`config.mk`:
```
export PLATFORM = sky130hd
export DESIGN_NAME = i2c_master_bit_sequencer
export DESIGN_NICKNAME = d
export VERILOG_FILES = /design/src/hdl/i2cms_pkg.sv /design/src/hdl/i2cms_apb_regs.sv /design/src/hdl/i2cms_core.sv /design/src/hdl/i2c_master_bit_sequencer.sv
export SDC_FILE = /design/constraint.sdc
export NUM_CORES = 1
export LEC_CHECK = 0
export BUFFER_PORTS_ARGS = -buffer_cell sky130_fd_sc_hd__buf_2
export CAP_MARGIN = 20
export CORE_MARGIN = 2
export CORE_UTILIZATION = 40
export DETAILED_ROUTE_END_ITERATION = 16
export SETUP_SLACK_MARGIN = 0.1
export SKIP_CTS_REPAIR_TIMING = 1
export SLEW_MARGIN = 10
export SYNTH_ARGS = -nofsm -noshare
export SYNTH_HDL_FRONTEND = slang
export SYNTH_SLANG_ARGS = --single-unit
```
`constraint.sdc`:
```
create_clock -name clk -period 5.7 [get_ports clk]
set_clock_uncertainty 0.2 [all_clocks]
set_input_delay 0.285 -clock clk [delete_from_list [all_inputs] [get_ports clk]]
set_output_delay 0.285 -clock clk [all_outputs]
set_load 0.02 [all_outputs]
```
`src/hdl/i2cms_pkg.sv`:
```
// ----------------------------------------------------------------------------
// i2cms_pkg
// Shared types and constants for the I2C master bit sequencer.
// ----------------------------------------------------------------------------
package i2cms_pkg;

    localparam int FUNC_W      = 2;
    localparam int ADDR7_W     = 7;
    localparam int LEN_W       = 16;
    localparam int BYTE_W      = 8;
    localparam int TICKS_W     = 16;

    localparam int APB_ADDR_W  = 3;
    localparam int APB_DATA_W  = 32;

    // register index of unit_ticks (byte address 4*index)
    localparam logic [APB_ADDR_W-3:0] REG_UNIT_TICKS = 1'd0;
    localparam logic [TICKS_W-1:0]    UNIT_TICKS_RST = 16'd1;

    localparam logic [FUNC_W-1:0] FUNC_TICK  = 2'd0;
    localparam logic [FUNC_W-1:0] FUNC_BEGIN = 2'd1;
    localparam logic [FUNC_W-1:0] FUNC_BYTE  = 2'd2;

    typedef struct packed {
        logic [FUNC_W-1:0]  func;
        logic               sda_in;
        logic [ADDR7_W-1:0] slave_address;
        logic               read_not_write;
        logic [LEN_W-1:0]   transfer_length;
        logic [BYTE_W-1:0]  write_byte;
    } item_t;

    typedef struct packed {
        logic              scl_level;
        logic              sda_level;
        logic              want_byte;
        logic              rx_valid;
        logic [BYTE_W-1:0] rx_byte;
        logic              nack_seen;
        logic              busy_res;
        logic              done_res;
    } res_t;

endpackage

```
`src/hdl/i2cms_apb_regs.sv`:
```
// ----------------------------------------------------------------------------
// i2cms_apb_regs
// APB register file: holds unit_ticks (ticks per timing unit).
// ----------------------------------------------------------------------------
module i2cms_apb_regs
(
    input  logic                              clk,
    input  logic                              rst_n,
    input  logic                              psel,
    input  logic                              penable,
    input  logic                              pwrite,
    input  logic [i2cms_pkg::APB_ADDR_W-1:0]  paddr,
    input  logic [i2cms_pkg::APB_DATA_W-1:0]  pwdata,
    output logic [i2cms_pkg::APB_DATA_W-1:0]  prdata,
    output logic                              pready,
    output logic [i2cms_pkg::TICKS_W-1:0]     unit_ticks
);
    import i2cms_pkg::*;

    logic [TICKS_W-1:0] unit_ticks_reg;
    logic               sel_unit_ticks;
    logic               wr_en;

    assign sel_unit_ticks = (paddr[APB_ADDR_W-1:2] == REG_UNIT_TICKS);
    assign wr_en          = psel && penable && pwrite;
    assign pready         = 1'b1;
    assign unit_ticks     = unit_ticks_reg;

    always_comb
    begin
        prdata = '0;
        if (sel_unit_ticks)
        begin
            prdata = {{(APB_DATA_W-TICKS_W){1'b0}}, unit_ticks_reg};
        end
    end

    always_ff @(posedge clk or negedge rst_n)
    begin
        if (!rst_n)
        begin
            unit_ticks_reg <= UNIT_TICKS_RST;
        end
        else if (wr_en && sel_unit_ticks)
        begin
            unit_ticks_reg <= pwdata[TICKS_W-1:0];
        end
    end

endmodule

```
`src/hdl/i2cms_core.sv`:
```
// ----------------------------------------------------------------------------
// i2cms_core
// Bus sequencer state and one-step update; result register on the output.
// ----------------------------------------------------------------------------
module i2cms_core
(
    input  logic                          clk,
    input  logic                          rst_n,
    input  logic                          item_valid,
    output logic                          item_ready,
    input  i2cms_pkg::item_t              item,
    input  logic [i2cms_pkg::TICKS_W-1:0] unit_ticks,
    output logic                          res_valid,
    input  logic                          res_ready,
    output i2cms_pkg::res_t               res
);
    import i2cms_pkg::*;

    localparam logic [3:0] PH_IDLE  = 4'd0;
    localparam logic [3:0] PH_START = 4'd1;
    localparam logic [3:0] PH_ABIT  = 4'd2;
    localparam logic [3:0] PH_AACK  = 4'd3;
    localparam logic [3:0] PH_DBIT  = 4'd4;
    localparam logic [3:0] PH_DACK  = 4'd5;
    localparam logic [3:0] PH_WAIT  = 4'd6;
    localparam logic [3:0] PH_RPRE  = 4'd7;
    localparam logic [3:0] PH_RBIT  = 4'd8;
    localparam logic [3:0] PH_RACK  = 4'd9;
    localparam logic [3:0] PH_STOP  = 4'd10;

    logic [3:0]         phase_reg,      phase_next;
    logic [3:0]         bit_index_reg,  bit_index_next;
    logic [2:0]         unit_step_reg,  unit_step_next;
    logic [BYTE_W-1:0]  shift_byte_reg, shift_byte_next;
    logic [BYTE_W-1:0]  addr_byte_reg,  addr_byte_next;
    logic [LEN_W-1:0]   bytes_left_reg, bytes_left_next;
    logic [TICKS_W-1:0] tick_count_reg, tick_count_next;
    logic               is_read_reg,    is_read_next;
    logic               res_valid_reg;
    res_t               res_reg,        res_next;

    logic               fire;
    logic [TICKS_W-1:0] eff_ticks;
    logic               wbit;
    logic [2:0]         u;

    // phase after a byte and its acknowledge completed
    function automatic logic [3:0] after_byte(input logic [LEN_W-1:0] left,
                                              input logic rd);
        logic [3:0] p;
        begin
            if (left == '0)
                p = PH_STOP;
            else if (rd)
                p = PH_RPRE;
            else
                p = PH_WAIT;
            return p;
        end
    endfunction

    assign item_ready = !res_valid_reg || res_ready;
    assign fire       = item_valid && item_ready;
    assign res_valid  = res_valid_reg;
    assign res        = res_reg;
    assign eff_ticks  = (unit_ticks == '0) ? {{(TICKS_W-1){1'b0}}, 1'b1} : unit_ticks;

    always_comb
    begin
        phase_next      = phase_reg;
        bit_index_next  = bit_index_reg;
        unit_step_next  = unit_step_reg;
        shift_byte_next = shift_byte_reg;
        addr_byte_next  = addr_byte_reg;
        bytes_left_next = bytes_left_reg;
        tick_count_next = tick_count_reg;
        is_read_next    = is_read_reg;
        res_next        = '0;
        res_next.scl_level = 1'b1;
        res_next.sda_level = 1'b1;
        u               = unit_step_reg;

        // commands take effect before the lines are shown
        if (item.func == FUNC_BEGIN && phase_reg == PH_IDLE)
        begin
            addr_byte_next  = {item.slave_address, item.read_not_write};
            is_read_next    = item.read_not_write;
            bytes_left_next = item.transfer_length;
            phase_next      = PH_START;
            unit_step_next  = '0;
            bit_index_next  = '0;
            tick_count_next = '0;
        end
        else if (item.func == FUNC_BYTE && phase_reg == PH_WAIT)
        begin
            shift_byte_next = item.write_byte;
            phase_next      = PH_DBIT;
            unit_step_next  = '0;
            bit_index_next  = '0;
            tick_count_next = '0;
        end

        wbit = shift_byte_next[3'd7 - bit_index_next[2:0]];

        unique case (phase_next)
            PH_START:
            begin
                res_next.scl_level = (unit_step_next < 3'd2);
                res_next.sda_level = (unit_step_next == 3'd0);
            end
            PH_ABIT, PH_DBIT:
            begin
                res_next.scl_level = (unit_step_next < 3'd2);
                res_next.sda_level = wbit;
            end
            PH_AACK, PH_DACK:
            begin
                res_next.scl_level = (unit_step_next == 3'd1) || (unit_step_next == 3'd2);
            end
            PH_WAIT, PH_RPRE:
            begin
                res_next.scl_level = 1'b0;
            end
            PH_RBIT:
            begin
                res_next.scl_level = (unit_step_next < 3'd2);
            end
            PH_RACK:
            begin
                res_next.scl_level = (unit_step_next < 3'd2);
                res_next.sda_level = (bytes_left_next == {{(LEN_W-1){1'b0}}, 1'b1});
            end
            PH_STOP:
            begin
                res_next.scl_level = (unit_step_next >= 3'd1);
                res_next.sda_level = (unit_step_next == 3'd2);
            end
            default:
            begin
                res_next.scl_level = 1'b1;
            end
        endcase
        res_next.busy_res = (phase_next != PH_IDLE);

        if (item.func == FUNC_TICK && phase_next != PH_IDLE && phase_next != PH_WAIT)
        begin
            if ({1'b0, tick_count_next} + 17'd1 < {1'b0, eff_ticks})
            begin
                tick_count_next = tick_count_next + 1'b1;
            end
            else
            begin
                u               = unit_step_next;
                tick_count_next = '0;
                unit_step_next  = unit_step_next + 3'd1;
                unique case (phase_next)
                    PH_START:
                    begin
                        if (u == 3'd2)
                        begin
                            shift_byte_next = addr_byte_next;
                            phase_next      = PH_ABIT;
                            unit_step_next  = '0;
                            bit_index_next  = '0;
                        end
                    end
                    PH_ABIT, PH_DBIT:
                    begin
                        if (u == 3'd3)
                        begin
                            unit_step_next = '0;
                            bit_index_next = bit_index_next + 4'd1;
                            if (bit_index_next[3])
                            begin
                                phase_next     = phase_next + 4'd1;
                                bit_index_next = '0;
                            end
                        end
                    end
                    PH_AACK, PH_DACK:
                    begin
                        if (u == 3'd1)
                        begin
                            // ack slot: bit_index holds the sampled NACK flag
                            bit_index_next     = {3'd0, item.sda_in};
                            res_next.nack_seen = item.sda_in;
                        end
                        else if (u == 3'd4)
                        begin
                            if (bit_index_next != '0)
                            begin
                                phase_next = phase_next - 4'd1;
                            end
                            else if (phase_next == PH_AACK)
                            begin
                                phase_next = after_byte(bytes_left_next, is_read_next);
                            end
                            else
                            begin
                                bytes_left_next = bytes_left_next - 1'b1;
                                phase_next = after_byte(bytes_left_next, is_read_next);
                            end
                            unit_step_next = '0;
                            bit_index_next = '0;
                        end
                    end
                    PH_RPRE:
                    begin
                        if (u == 3'd1)
                        begin
                            shift_byte_next = '0;
                            phase_next      = PH_RBIT;
                            unit_step_next  = '0;
                            bit_index_next  = '0;
                        end
                    end
                    PH_RBIT:
                    begin
                        if (u == 3'd0)
                        begin
                            shift_byte_next = {shift_byte_next[BYTE_W-2:0], item.sda_in};
                        end
                        else if (u == 3'd3)
                        begin
                            unit_step_next = '0;
                            bit_index_next = bit_index_next + 4'd1;
                            if (bit_index_next[3])
                            begin
                                phase_next     = PH_RACK;
                                bit_index_next = '0;
                            end
                        end
                    end
                    PH_RACK:
                    begin
                        if (u == 3'd3)
                        begin
                            res_next.rx_valid = 1'b1;
                            res_next.rx_byte  = shift_byte_next;
                            bytes_left_next   = bytes_left_next - 1'b1;
                            phase_next     = after_byte(bytes_left_next, is_read_next);
                            unit_step_next = '0;
                            bit_index_next = '0;
                        end
                    end
                    PH_STOP:
                    begin
                        if (u == 3'd2)
                        begin
                            res_next.done_res = 1'b1;
                            phase_next        = PH_IDLE;
                            unit_step_next    = '0;
                            bit_index_next    = '0;
                        end
                    end
                    default:
                    begin
                        phase_next     = PH_IDLE;
                        unit_step_next = '0;
                        bit_index_next = '0;
                    end
                endcase
            end
        end

        res_next.want_byte = (phase_next == PH_WAIT);
    end

    always_ff @(posedge clk or negedge rst_n)
    begin
        if (!rst_n)
        begin
            phase_reg      <= PH_IDLE;
            bit_index_reg  <= '0;
            unit_step_reg  <= '0;
            shift_byte_reg <= '0;
            addr_byte_reg  <= '0;
            bytes_left_reg <= '0;
            tick_count_reg <= '0;
            is_read_reg    <= 1'b0;
            res_valid_reg  <= 1'b0;
        end
        else
        begin
            if (fire)
            begin
                phase_reg      <= phase_next;
                bit_index_reg  <= bit_index_next;
                unit_step_reg  <= unit_step_next;
                shift_byte_reg <= shift_byte_next;
                addr_byte_reg  <= addr_byte_next;
                bytes_left_reg <= bytes_left_next;
                tick_count_reg <= tick_count_next;
                is_read_reg    <= is_read_next;
                res_valid_reg  <= 1'b1;
            end
            else if (res_ready)
            begin
                res_valid_reg  <= 1'b0;
            end
        end
    end

    always_ff @(posedge clk)
    begin
        if (fire)
        begin
            res_reg <= res_next;
        end
    end

endmodule

```
`src/hdl/i2c_master_bit_sequencer.sv`:
```
// ----------------------------------------------------------------------------
// i2c_master_bit_sequencer
// Bit-level I2C master: start, address, data bytes with acknowledge, stop.
// ----------------------------------------------------------------------------
// Each item on the request channel (a time tick, a begin command or a write
// byte) is taken into an input register and then processed by a single state
// update that loads the result register, so one item is accepted per clock
// while res_ready keeps the result side moving; its result is offered from there.
// Throughput is limited only by the result side: while res_valid is held by a
// low res_ready, the input register absorbs one more item and then stalls.
// unit_ticks (APB address 0, reset 1, zero acts as 1) sets how many tick
// items make one bus timing unit; write it only while no transfer is running.
// ----------------------------------------------------------------------------
module i2c_master_bit_sequencer
(
    input  logic                              clk,
    input  logic                              rst_n,

    input  logic                              psel,
    input  logic                              penable,
    input  logic                              pwrite,
    input  logic [i2cms_pkg::APB_ADDR_W-1:0]  paddr,
    input  logic [i2cms_pkg::APB_DATA_W-1:0]  pwdata,
    output logic [i2cms_pkg::APB_DATA_W-1:0]  prdata,
    output logic                              pready,

    input  logic                              req_valid,
    output logic                              req_ready,
    input  logic [i2cms_pkg::FUNC_W-1:0]      func,
    input  logic                              sda_in,
    input  logic [i2cms_pkg::ADDR7_W-1:0]     slave_address,
    input  logic                              read_not_write,
    input  logic [i2cms_pkg::LEN_W-1:0]       transfer_length,
    input  logic [i2cms_pkg::BYTE_W-1:0]      write_byte,

    output logic                              res_valid,
    input  logic                              res_ready,
    output logic                              scl_level,
    output logic                              sda_level,
    output logic                              want_byte,
    output logic                              rx_valid,
    output logic [i2cms_pkg::BYTE_W-1:0]      rx_byte,
    output logic                              nack_seen,
    output logic                              busy_res,
    output logic                              done_res
);
    import i2cms_pkg::*;

    logic               in_valid_reg;
    item_t              item_reg;
    logic               core_ready;
    logic               req_fire;
    logic [TICKS_W-1:0] unit_ticks;
    res_t               res;

    assign req_ready = !in_valid_reg || core_ready;
    assign req_fire  = req_valid && req_ready;

    always_ff @(posedge clk or negedge rst_n)
    begin
        if (!rst_n)
        begin
            in_valid_reg <= 1'b0;
        end
        else if (req_fire)
        begin
            in_valid_reg <= 1'b1;
        end
        else if (core_ready)
        begin
            in_valid_reg <= 1'b0;
        end
    end

    always_ff @(posedge clk)
    begin
        if (req_fire)
        begin
            item_reg.func            <= func;
            item_reg.sda_in          <= sda_in;
            item_reg.slave_address   <= slave_address;
            item_reg.read_not_write  <= read_not_write;
            item_reg.transfer_length <= transfer_length;
            item_reg.write_byte      <= write_byte;
        end
    end

    i2cms_apb_regs u_regs
    (
        .clk        (clk),
        .rst_n      (rst_n),
        .psel       (psel),
        .penable    (penable),
        .pwrite     (pwrite),
        .paddr      (paddr),
        .pwdata     (pwdata),
        .prdata     (prdata),
        .pready     (pready),
        .unit_ticks (unit_ticks)
    );

    i2cms_core u_core
    (
        .clk        (clk),
        .rst_n      (rst_n),
        .item_valid (in_valid_reg),
        .item_ready (core_ready),
        .item       (item_reg),
        .unit_ticks (unit_ticks),
        .res_valid  (res_valid),
        .res_ready  (res_ready),
        .res        (res)
    );

    assign scl_level = res.scl_level;
    assign sda_level = res.sda_level;
    assign want_byte = res.want_byte;
    assign rx_valid  = res.rx_valid;
    assign rx_byte   = res.rx_byte;
    assign nack_seen = res.nack_seen;
    assign busy_res  = res.busy_res;
    assign done_res  = res.done_res;

endmodule
```
==> results.md, run 1 <==
- Final setup vio count: 0
- Combinational power share: 0.321
- Nets: 1162
- Worst setup SP type: flip-flop
- CORE AREA: ~0.021 mm^2
- Grt total ovfl: 0
- # diodes: 0
- Multi-input gate area: roughly 0.0046 mm^2
- RSZ-0062 raised after global routing: false
- Initial core utilization: 0.405
- Top sig layer: met4
- Synthesized flop and latch total: about 130
- Asr flop ratio synth: 0.609
- FF/Latch Area: about 0.0035 mm^2
- Via/cell ratio: around 5.6
- Syn avg cell area: just over 9 um^2
- Routability congestion estimate: around 0.99
- DRC errors left: 0
- Ports placed on the boundary: 127
- Wl on met1: around 11000 um
- WP data arrival: 5.38 ns
- Total track usage: 0.214
- Fillers: ~2000
- Placed Cells: between 1000 and 1500
- DRT Pass-1 Iters: 6
- Max reg flops: 35
- Setup_tns: 0 ns
- R2R depth: 20
- Dpl hpwl: around 17000 um
- Post-synthesis xor/xnor area fraction: 0.0198
- EDFF count, synth: 50
- Psw: between 1000 and 1500 uW
- Simple-gate portion of the synthesized area: 0.186
- CTS tree: yes
- Synth Flop Type: dfrtp_1
- Commonest cells after routing, fill and taps aside: nand2_1, buf_2, dfrtp_1
- Reg power frac: 0.365
- Switch share: 0.361
- IO buf count: a little over 90
- Initial antenna violation count: 0
- Synthesis-to-layout area growth: 22.1%
- Clock share of power: 0.314
- Num Clock Sinks: about 130
- Final min period: between 5 and 6 ns
- Largest net degree at the start of global routing: about 60
- WS Path Type: flip-flop to flip-flop
- CTS Buf Count: 17
- Via count: about 7500
- CTS clk-pin slew, worst paths: ~0.07 ns
- Worst Hold Class: input pin to async pin
- Placed cell area: ~0.0092 mm^2
- Worst Max-Slew Pin Slew: approximately 1.0 ns
- CP required: between 5 and 6 ns
- Final Cell Area: between 0.01 and 0.015 mm^2
- Cell count after synthesis: a little over 900
- Die Ht: about 150 um
- Peak Freq: roughly 0.19 GHz
- Largest family of logic cells by synthesized area: compound AO/OA/AOI/OAI gates
- Detailed Route Iter0 Violations: a little over 600
- Worst IR Drop VDD: around 250 uV
- Synth warn: 0
- Clock Tree Buf Depth: 2
- Slew Limit Fails: 0
- CTS Root Cell: clkbuf_16
- Adder-Cell Fraction of Synth Area: 0.0475
- Ratio of cells with drive above 1 in the final layout: 0.181
- Htree depth: 4
- Post-Syn Area: 0.00843 mm^2
- Library cells used by synthesis: 83
- Routed wl met2: roughly 11000 um
- Pint: 2230 uW
- DIE WIDTH: about 150 um
- Crit end category: flip-flop
- Post-synthesis compound-gate area fraction: 0.207
- Met3 WL: 1360 um
- Fraction of synthesized area in multiplexers: 0.0723
- Row Count: 53
- PD cells: 339 mW/mm^2
- Post-route ant nets: 0
- Max-slew headroom: 0.305
- Final period utilization: 0.923
- Hold Vio Cnt, Final: 0
- Vias in the first global route: 6924
- Seq/Total Area, Yosys: 0.410
- WL per Instance: around 18 um
- # Max-Cap Violations: 0
- Layout Cells excl Fill: around 1300
- Skew-Pair Late Insertion Delay: between 0.4 and 0.5 ns
- Total die area: between 0.02 and 0.025 mm^2
- Most common cell after layout, fill and taps aside: nand2_1
- Routed wire length: roughly 24000 um
- First-pass GRT wire length: 37100 um
- Crit-path max FO: 14
- Status: complete, no violations
- Pleak: ~0.0045 uW
-- worst max-delay path, cell delays in order (launching register included) --
cell and delay (ns):
dfrtp_1 0.49, and4b_1 0.25, o21a_1 0.18, nor2_1 0.11, ha_1 0.22, nand4_1 0.18
or4_4 0.58, or3_1 0.37, a21oi_1 0.23, ha_1 0.19, nand4_1 0.16, nor4_1 0.31
o31ai_1 0.12, a31oi_1 0.22, buf_4 0.19, o21a_4 0.28, nand2_4 0.14, nor4_4 0.29
buf_4 0.19, o221ai_1 0.13, o21a_1 0.13
-- path summary, 6_finish.rpt --
kind                                     start                         to  slack, ns
setup / recovery           u_core.phase_reg[1]   u_core.shift_byte_reg[2]       0.44
hold / removal                           rst_n  u_core.bytes_left_reg[14]       0.10
setup reg to reg           u_core.phase_reg[1]   u_core.shift_byte_reg[2]       0.44
hold reg to reg                   item_reg[29]    u_core.addr_byte_reg[5]       0.27
max in group asynchronous                rst_n   u_core.tick_count_reg[1]       4.07
min in group clk                  item_reg[29]    u_core.addr_byte_reg[5]       0.27
-- through the flow --
step / hold WS (ns) / worst slack (ns) / utilization / total power [uW]
5_1_grt: 0.120 / 0.133 / 0.494 / 3680
6_report: 0.101 / 0.438 / 0.494 / 3490
4_1_cts: -0.468 / 0.403 / 0.468 / 3460
3_3_place_gp: -0.0122 / 0.509 / 0.440 / 2350
3_5_place_dp: -0.0111 / 0.415 / 0.440 / 2360
2_1_floorplan: -0.211 / 0.309 / - / 2050
-- cells in the mapped netlist, types with 7 or more instances --
master | n | area share
nor3_1 | 23 | 0.014
o22ai_1 | 8 | 0.0059
a31oi_1 | 9 | 0.0067
xnor2_1 | 15 | 0.016
a22oi_1 | 7 | 0.0062
inv_1 | 39 | 0.017
nor2_1 | 69 | 0.031
o31ai_1 | 12 | 0.011
nand2_1 | 116 | 0.052
o21ai_0 | 44 | 0.026
edfxtp_1 | 50 | 0.18
nand4_1 | 8 | 0.0059
a21oi_1 | 58 | 0.034
ha_1 | 32 | 0.048
nand2b_1 | 9 | 0.0067
mux2_2 | 23 | 0.031
nand3_1 | 26 | 0.015
o21a_1 | 19 | 0.017
nor4_1 | 15 | 0.011
or3_1 | 7 | 0.0052
buf_4 | 20 | 0.018
clkbuf_1 | 30 | 0.013
mux2i_1 | 35 | 0.042
a22o_1 | 18 | 0.019
o221ai_1 | 13 | 0.014
dfrtp_1 | 77 | 0.23
-- metal layers --
layer | track usage | up-vias
li1 | - | 3615
met3 | 0.0373 | 34
met4 | 0.0629 | 0
met2 | 0.332 | 286
met1 | 0.307 | 3589
met5 | 0 | -
-- final cells by class --
class,count,area share
Multi-Input combinational cell,696,0.444
Sequential cell,128,0.336
Timing Repair Buffer,171,0.116
Clock buffer,20,0.0434
Tap cell,275,0.0334
Inverter,39,0.0142
Clock inverter,12,0.0129
-- cells by family after synthesis --
| logic type | count (synthesis) |
|---|---|
| simple gates | 319 |
| buf+inv | 101 |
| xor+xnor | 19 |
| other cells | 2 |
| flops | 128 |
| compound gates | 251 |
| fa+ha+maj | 32 |
| mux | 58 |
-- power by group through the flow --
stage	Combinational, uW	Sequential (uW)	Clock [uW]
2_1_floorplan	794	1260	0
3_3_place_gp	1070	1280	0
3_5_place_dp	1080	1290	0
4_1_cts	1080	1270	1110
5_1_grt	1240	1300	1150
6_report	1120	1270	1090
Note: power is estimated with default switching activity, not from simulation.
==> inputs of run 2 (changes only) <==
- ABC_AREA: unset -> 1
==> run 2 against run 1 <==
Net effect: design area rose by 3.4%; clock power rose by 10%; wire length fell by 2.6%; cell count rose by 20%; hold slack got worse by 0.013 ns; sequential cell count did not move; fmax rose by 6.4%; critical endpoint is now u_core.res[12].
==> results.md, run 2 <==
- Status: complete, no violations
- Dpl hpwl: 16200 um (-4.2%)
- Synth cell count leaders: nand2_1, inv_1, nor2_1
- WS Path Type: flip-flop to flip-flop
- Num Clock Sinks: 128 (unchanged)
- Detailed Route Iter0 Violations: 688 (+12%)
- Synth Flop Type: dfrtp_1
- Yosys top cell area share: 0.216 (-0.0124)
- Syn avg cell area: 7.54 um^2 (-19%)
- Worst Hold Class: input pin to async pin
- Final setup vio count: 0 (unchanged)
- Slew Limit Fails: 0 (unchanged)
- Fillers: 2150 (+10%)
- Nets: 1421 (+22%)
- Largest net degree at the start of global routing: 61 (unchanged)
- Initial core utilization: 0.408 (+0.00363)
- Asr flop ratio synth: 0.609 (unchanged)
- Max reg flops: 35 (unchanged)
- # Max-Cap Violations: 0 (unchanged)
- Reg2reg end: u_core.res[12]
- Initial antenna violation count: 0 (unchanged)
- Crit-path max FO: 29 (+15)
- Synthesis-to-layout area growth: 19.4%
- Routability congestion estimate: 0.918 (-7.4%)
- Worst reg2reg startpoint: u_core.phase_reg[2]
- Post-route ant nets: 0 (unchanged)
- DIE WIDTH: 153 um (+2.8%)
- Htree depth: 4 (unchanged)
- Setup_tns: 0 ns (unchanged)
- Post-Syn Area: 0.00891 mm^2 (+5.7%)
- Vias in the first global route: 7662 (+11%)
- Leading area contributor after synthesis: dfrtp_1
- Worst Max-Slew Pin Slew: 0.851 ns (-0.188 ns)
- WL per Instance: 14.7 um (-19%)
- Seq/Total Area, Yosys: 0.388 (-0.0223)
- Critical Path Most Common Cell: nand2_1
- Skew-Pair Late Insertion Delay: 0.43 ns (about the same)
- DP Worst Slack: 0.843 ns (+0.428 ns)
- Worst setup SP type: flip-flop
- Placed Cells: 1519 (+21%)
- First-pass GRT wire length: 38900 um (+4.9%)
- CORE AREA: 0.0218 mm^2 (+4.8%)
- Routed wire length: 23700 um (-2.6%)
- Crit end category: flip-flop
- R2R depth: 30 (+50%)
- Total track usage: 0.203 (-0.0113)
- WP data arrival: 5.02 ns (-0.36 ns)
- Die Ht: 153 um (+2.8%)
- Ports placed on the boundary: 127 (unchanged)
- CTS Buf Count: 17 (unchanged)
- Clock Tree Buf Depth: 2 (unchanged)
- CTS tree: yes
- Peak Freq: 0.202 GHz (+6.4%)
- Max-slew headroom: 0.433 (+0.127)
- Cell count after synthesis: 1181 (+30%)
- CTS Root Cell: clkbuf_16
- EDFF count, synth: 50 (unchanged)
- Ratio of cells with drive above 1 in the final layout: 0.158 (-0.0226)
- Crit-path max cell delay: 0.52 ns (-0.06 ns)
- Most common cell after layout, fill and taps aside: nand2_1
- Library cells used by synthesis: 53 (-36%)
- Hold Vio Cnt, Final: 0 (unchanged)
- Worst IR Drop VDD: 251 uV (-1.1%)
- Grt total ovfl: 0 (unchanged)
- DRT Pass-1 Iters: 5 (-1)
- Row Count: 54 (+1.9%)
- Worst setup margin: 0.755 ns (+0.317 ns)
- Synth top area cells: dfrtp_1, edfxtp_1, nand2_1, inv_1, nor2_1
- CTS clk-pin slew, worst paths: 0.07 ns (about the same)
- Via/cell ratio: 5.16 (-8.0%)
- RSZ-0062 raised after global routing: false
- Synthesized flop and latch total: 128 (unchanged)
- # diodes: 0 (unchanged)
- Reg2Reg Setup Slack: 0.76 ns (+0.32 ns)
- Commonest cells after routing, fill and taps aside: nand2_1, inv_1, nor2_1
- DRC errors left: 0 (unchanged)
- Total die area: 0.0235 mm^2 (+5.6%)
- CP required: 5.78 ns (-0.04 ns)
- Via count: 8284 (+10%)
- PD cells: 454 mW/mm^2 (+34%)
- Final min period: 4.94 ns (-0.317 ns)
- Most instantiated library cell after synthesis: nand2_1
- Pleak: 0.00502 uW (+11%)
- Layout Cells excl Fill: 1605 (+20%)
- Slowest stage cell on the critical path: dfrtp_1
- Final period utilization: 0.868 (-0.0555)
- IO buf count: 91 (unchanged)
- Synth warn: 0 (unchanged)
## run 2: cell types whose count changed in the layout (fill, tap and decap cells not counted), sizes merged, moves of 12 or more
| cell | before | now |
|---|---|---|
| o21ai | 48 | 82 |
| mux2 | 23 | 0 |
| buf | 117 | 102 |
| nand4 | 8 | 26 |
| nand3 | 27 | 75 |
| nand2 | 118 | 259 |
| mux2i | 35 | 1 |
| a21oi | 59 | 84 |
| nor4 | 16 | 4 |
| a22o | 18 | 0 |
| o21a | 20 | 0 |
| inv | 42 | 173 |
| nor2 | 69 | 145 |
## run 2: logic make-up after synthesis
kind of cell / count (synthesis) / synth area share
flops: 128 / 0.388
compound gates: 227 / 0.148
mux: 1 / 0.00112
buf+inv: 230 / 0.118
xor+xnor: 20 / 0.0197
fa+ha+maj: 32 / 0.0449
simple gates: 541 / 0.280
other cells: 2 / 0.000843
## run 2: where the power goes
part	leakage, uW	internal [uW]	switching [uW]
Combinational	0.00334	755	1560
Sequential	0.00138	1210	114
Clock	0.000299	740	460
Total	0.00502	2700	2130
## run 2: metal layers
metal  track usage  share of wire
met1         0.295           0.49
met2         0.306           0.44
met3        0.0371          0.054
met4        0.0608          0.015
met5             0              0
## run 2: critical path: cells and delay by family, from the launching register on
kind            cells  cell delay, ns
simple gates       21            2.69
compound gates      1            0.06
xor+xnor            1            0.18
buf+inv             5            0.62
flops               1            0.52
fa+ha+maj           2            0.47
## run 2: worst max path at each step
stage | startpoint | to | slack (ns) | cells after the start
final | u_core.phase_reg[2] | u_core.res[12] | 0.76 | 30
after detailed placement | u_core.phase_reg[2] | u_core.res[12] | 0.84 | 30
after global routing | u_core.phase_reg[2] | u_core.res[12] | 0.19 | 30
after floorplan | u_core.phase_reg[2] | u_core.res[12] | 1.78 | 31
after global placement | u_core.phase_reg[2] | u_core.res[12] | 0.88 | 29
after CTS | u_core.phase_reg[2] | u_core.res[12] | 0.81 | 29
## run 2: metrics by stage
step	util	hold slack, ns	area (um^2)	power, uW
6_report	0.487	0.0883	10600	4830
5_1_grt	0.487	0.140	10600	5260
4_1_cts	0.463	-0.447	10100	4820
3_5_place_dp	0.433	0.0212	9460	3600
3_3_place_gp	0.433	0.0202	9460	3580
2_1_floorplan	-	-0.211	8970	3100
## run 2: final cells by class
type / instances / area (um^2) / share of cell area
Clock buffer: 18 / 429 / 0.0404
Sequential cell: 128 / 3450 / 0.325
Multi-Input combinational cell: 838 / 4470 / 0.420
Clock inverter: 14 / 206 / 0.0194
Timing Repair Buffer: 156 / 1080 / 0.102
Inverter: 171 / 642 / 0.0604
Tap cell: 280 / 350 / 0.0329
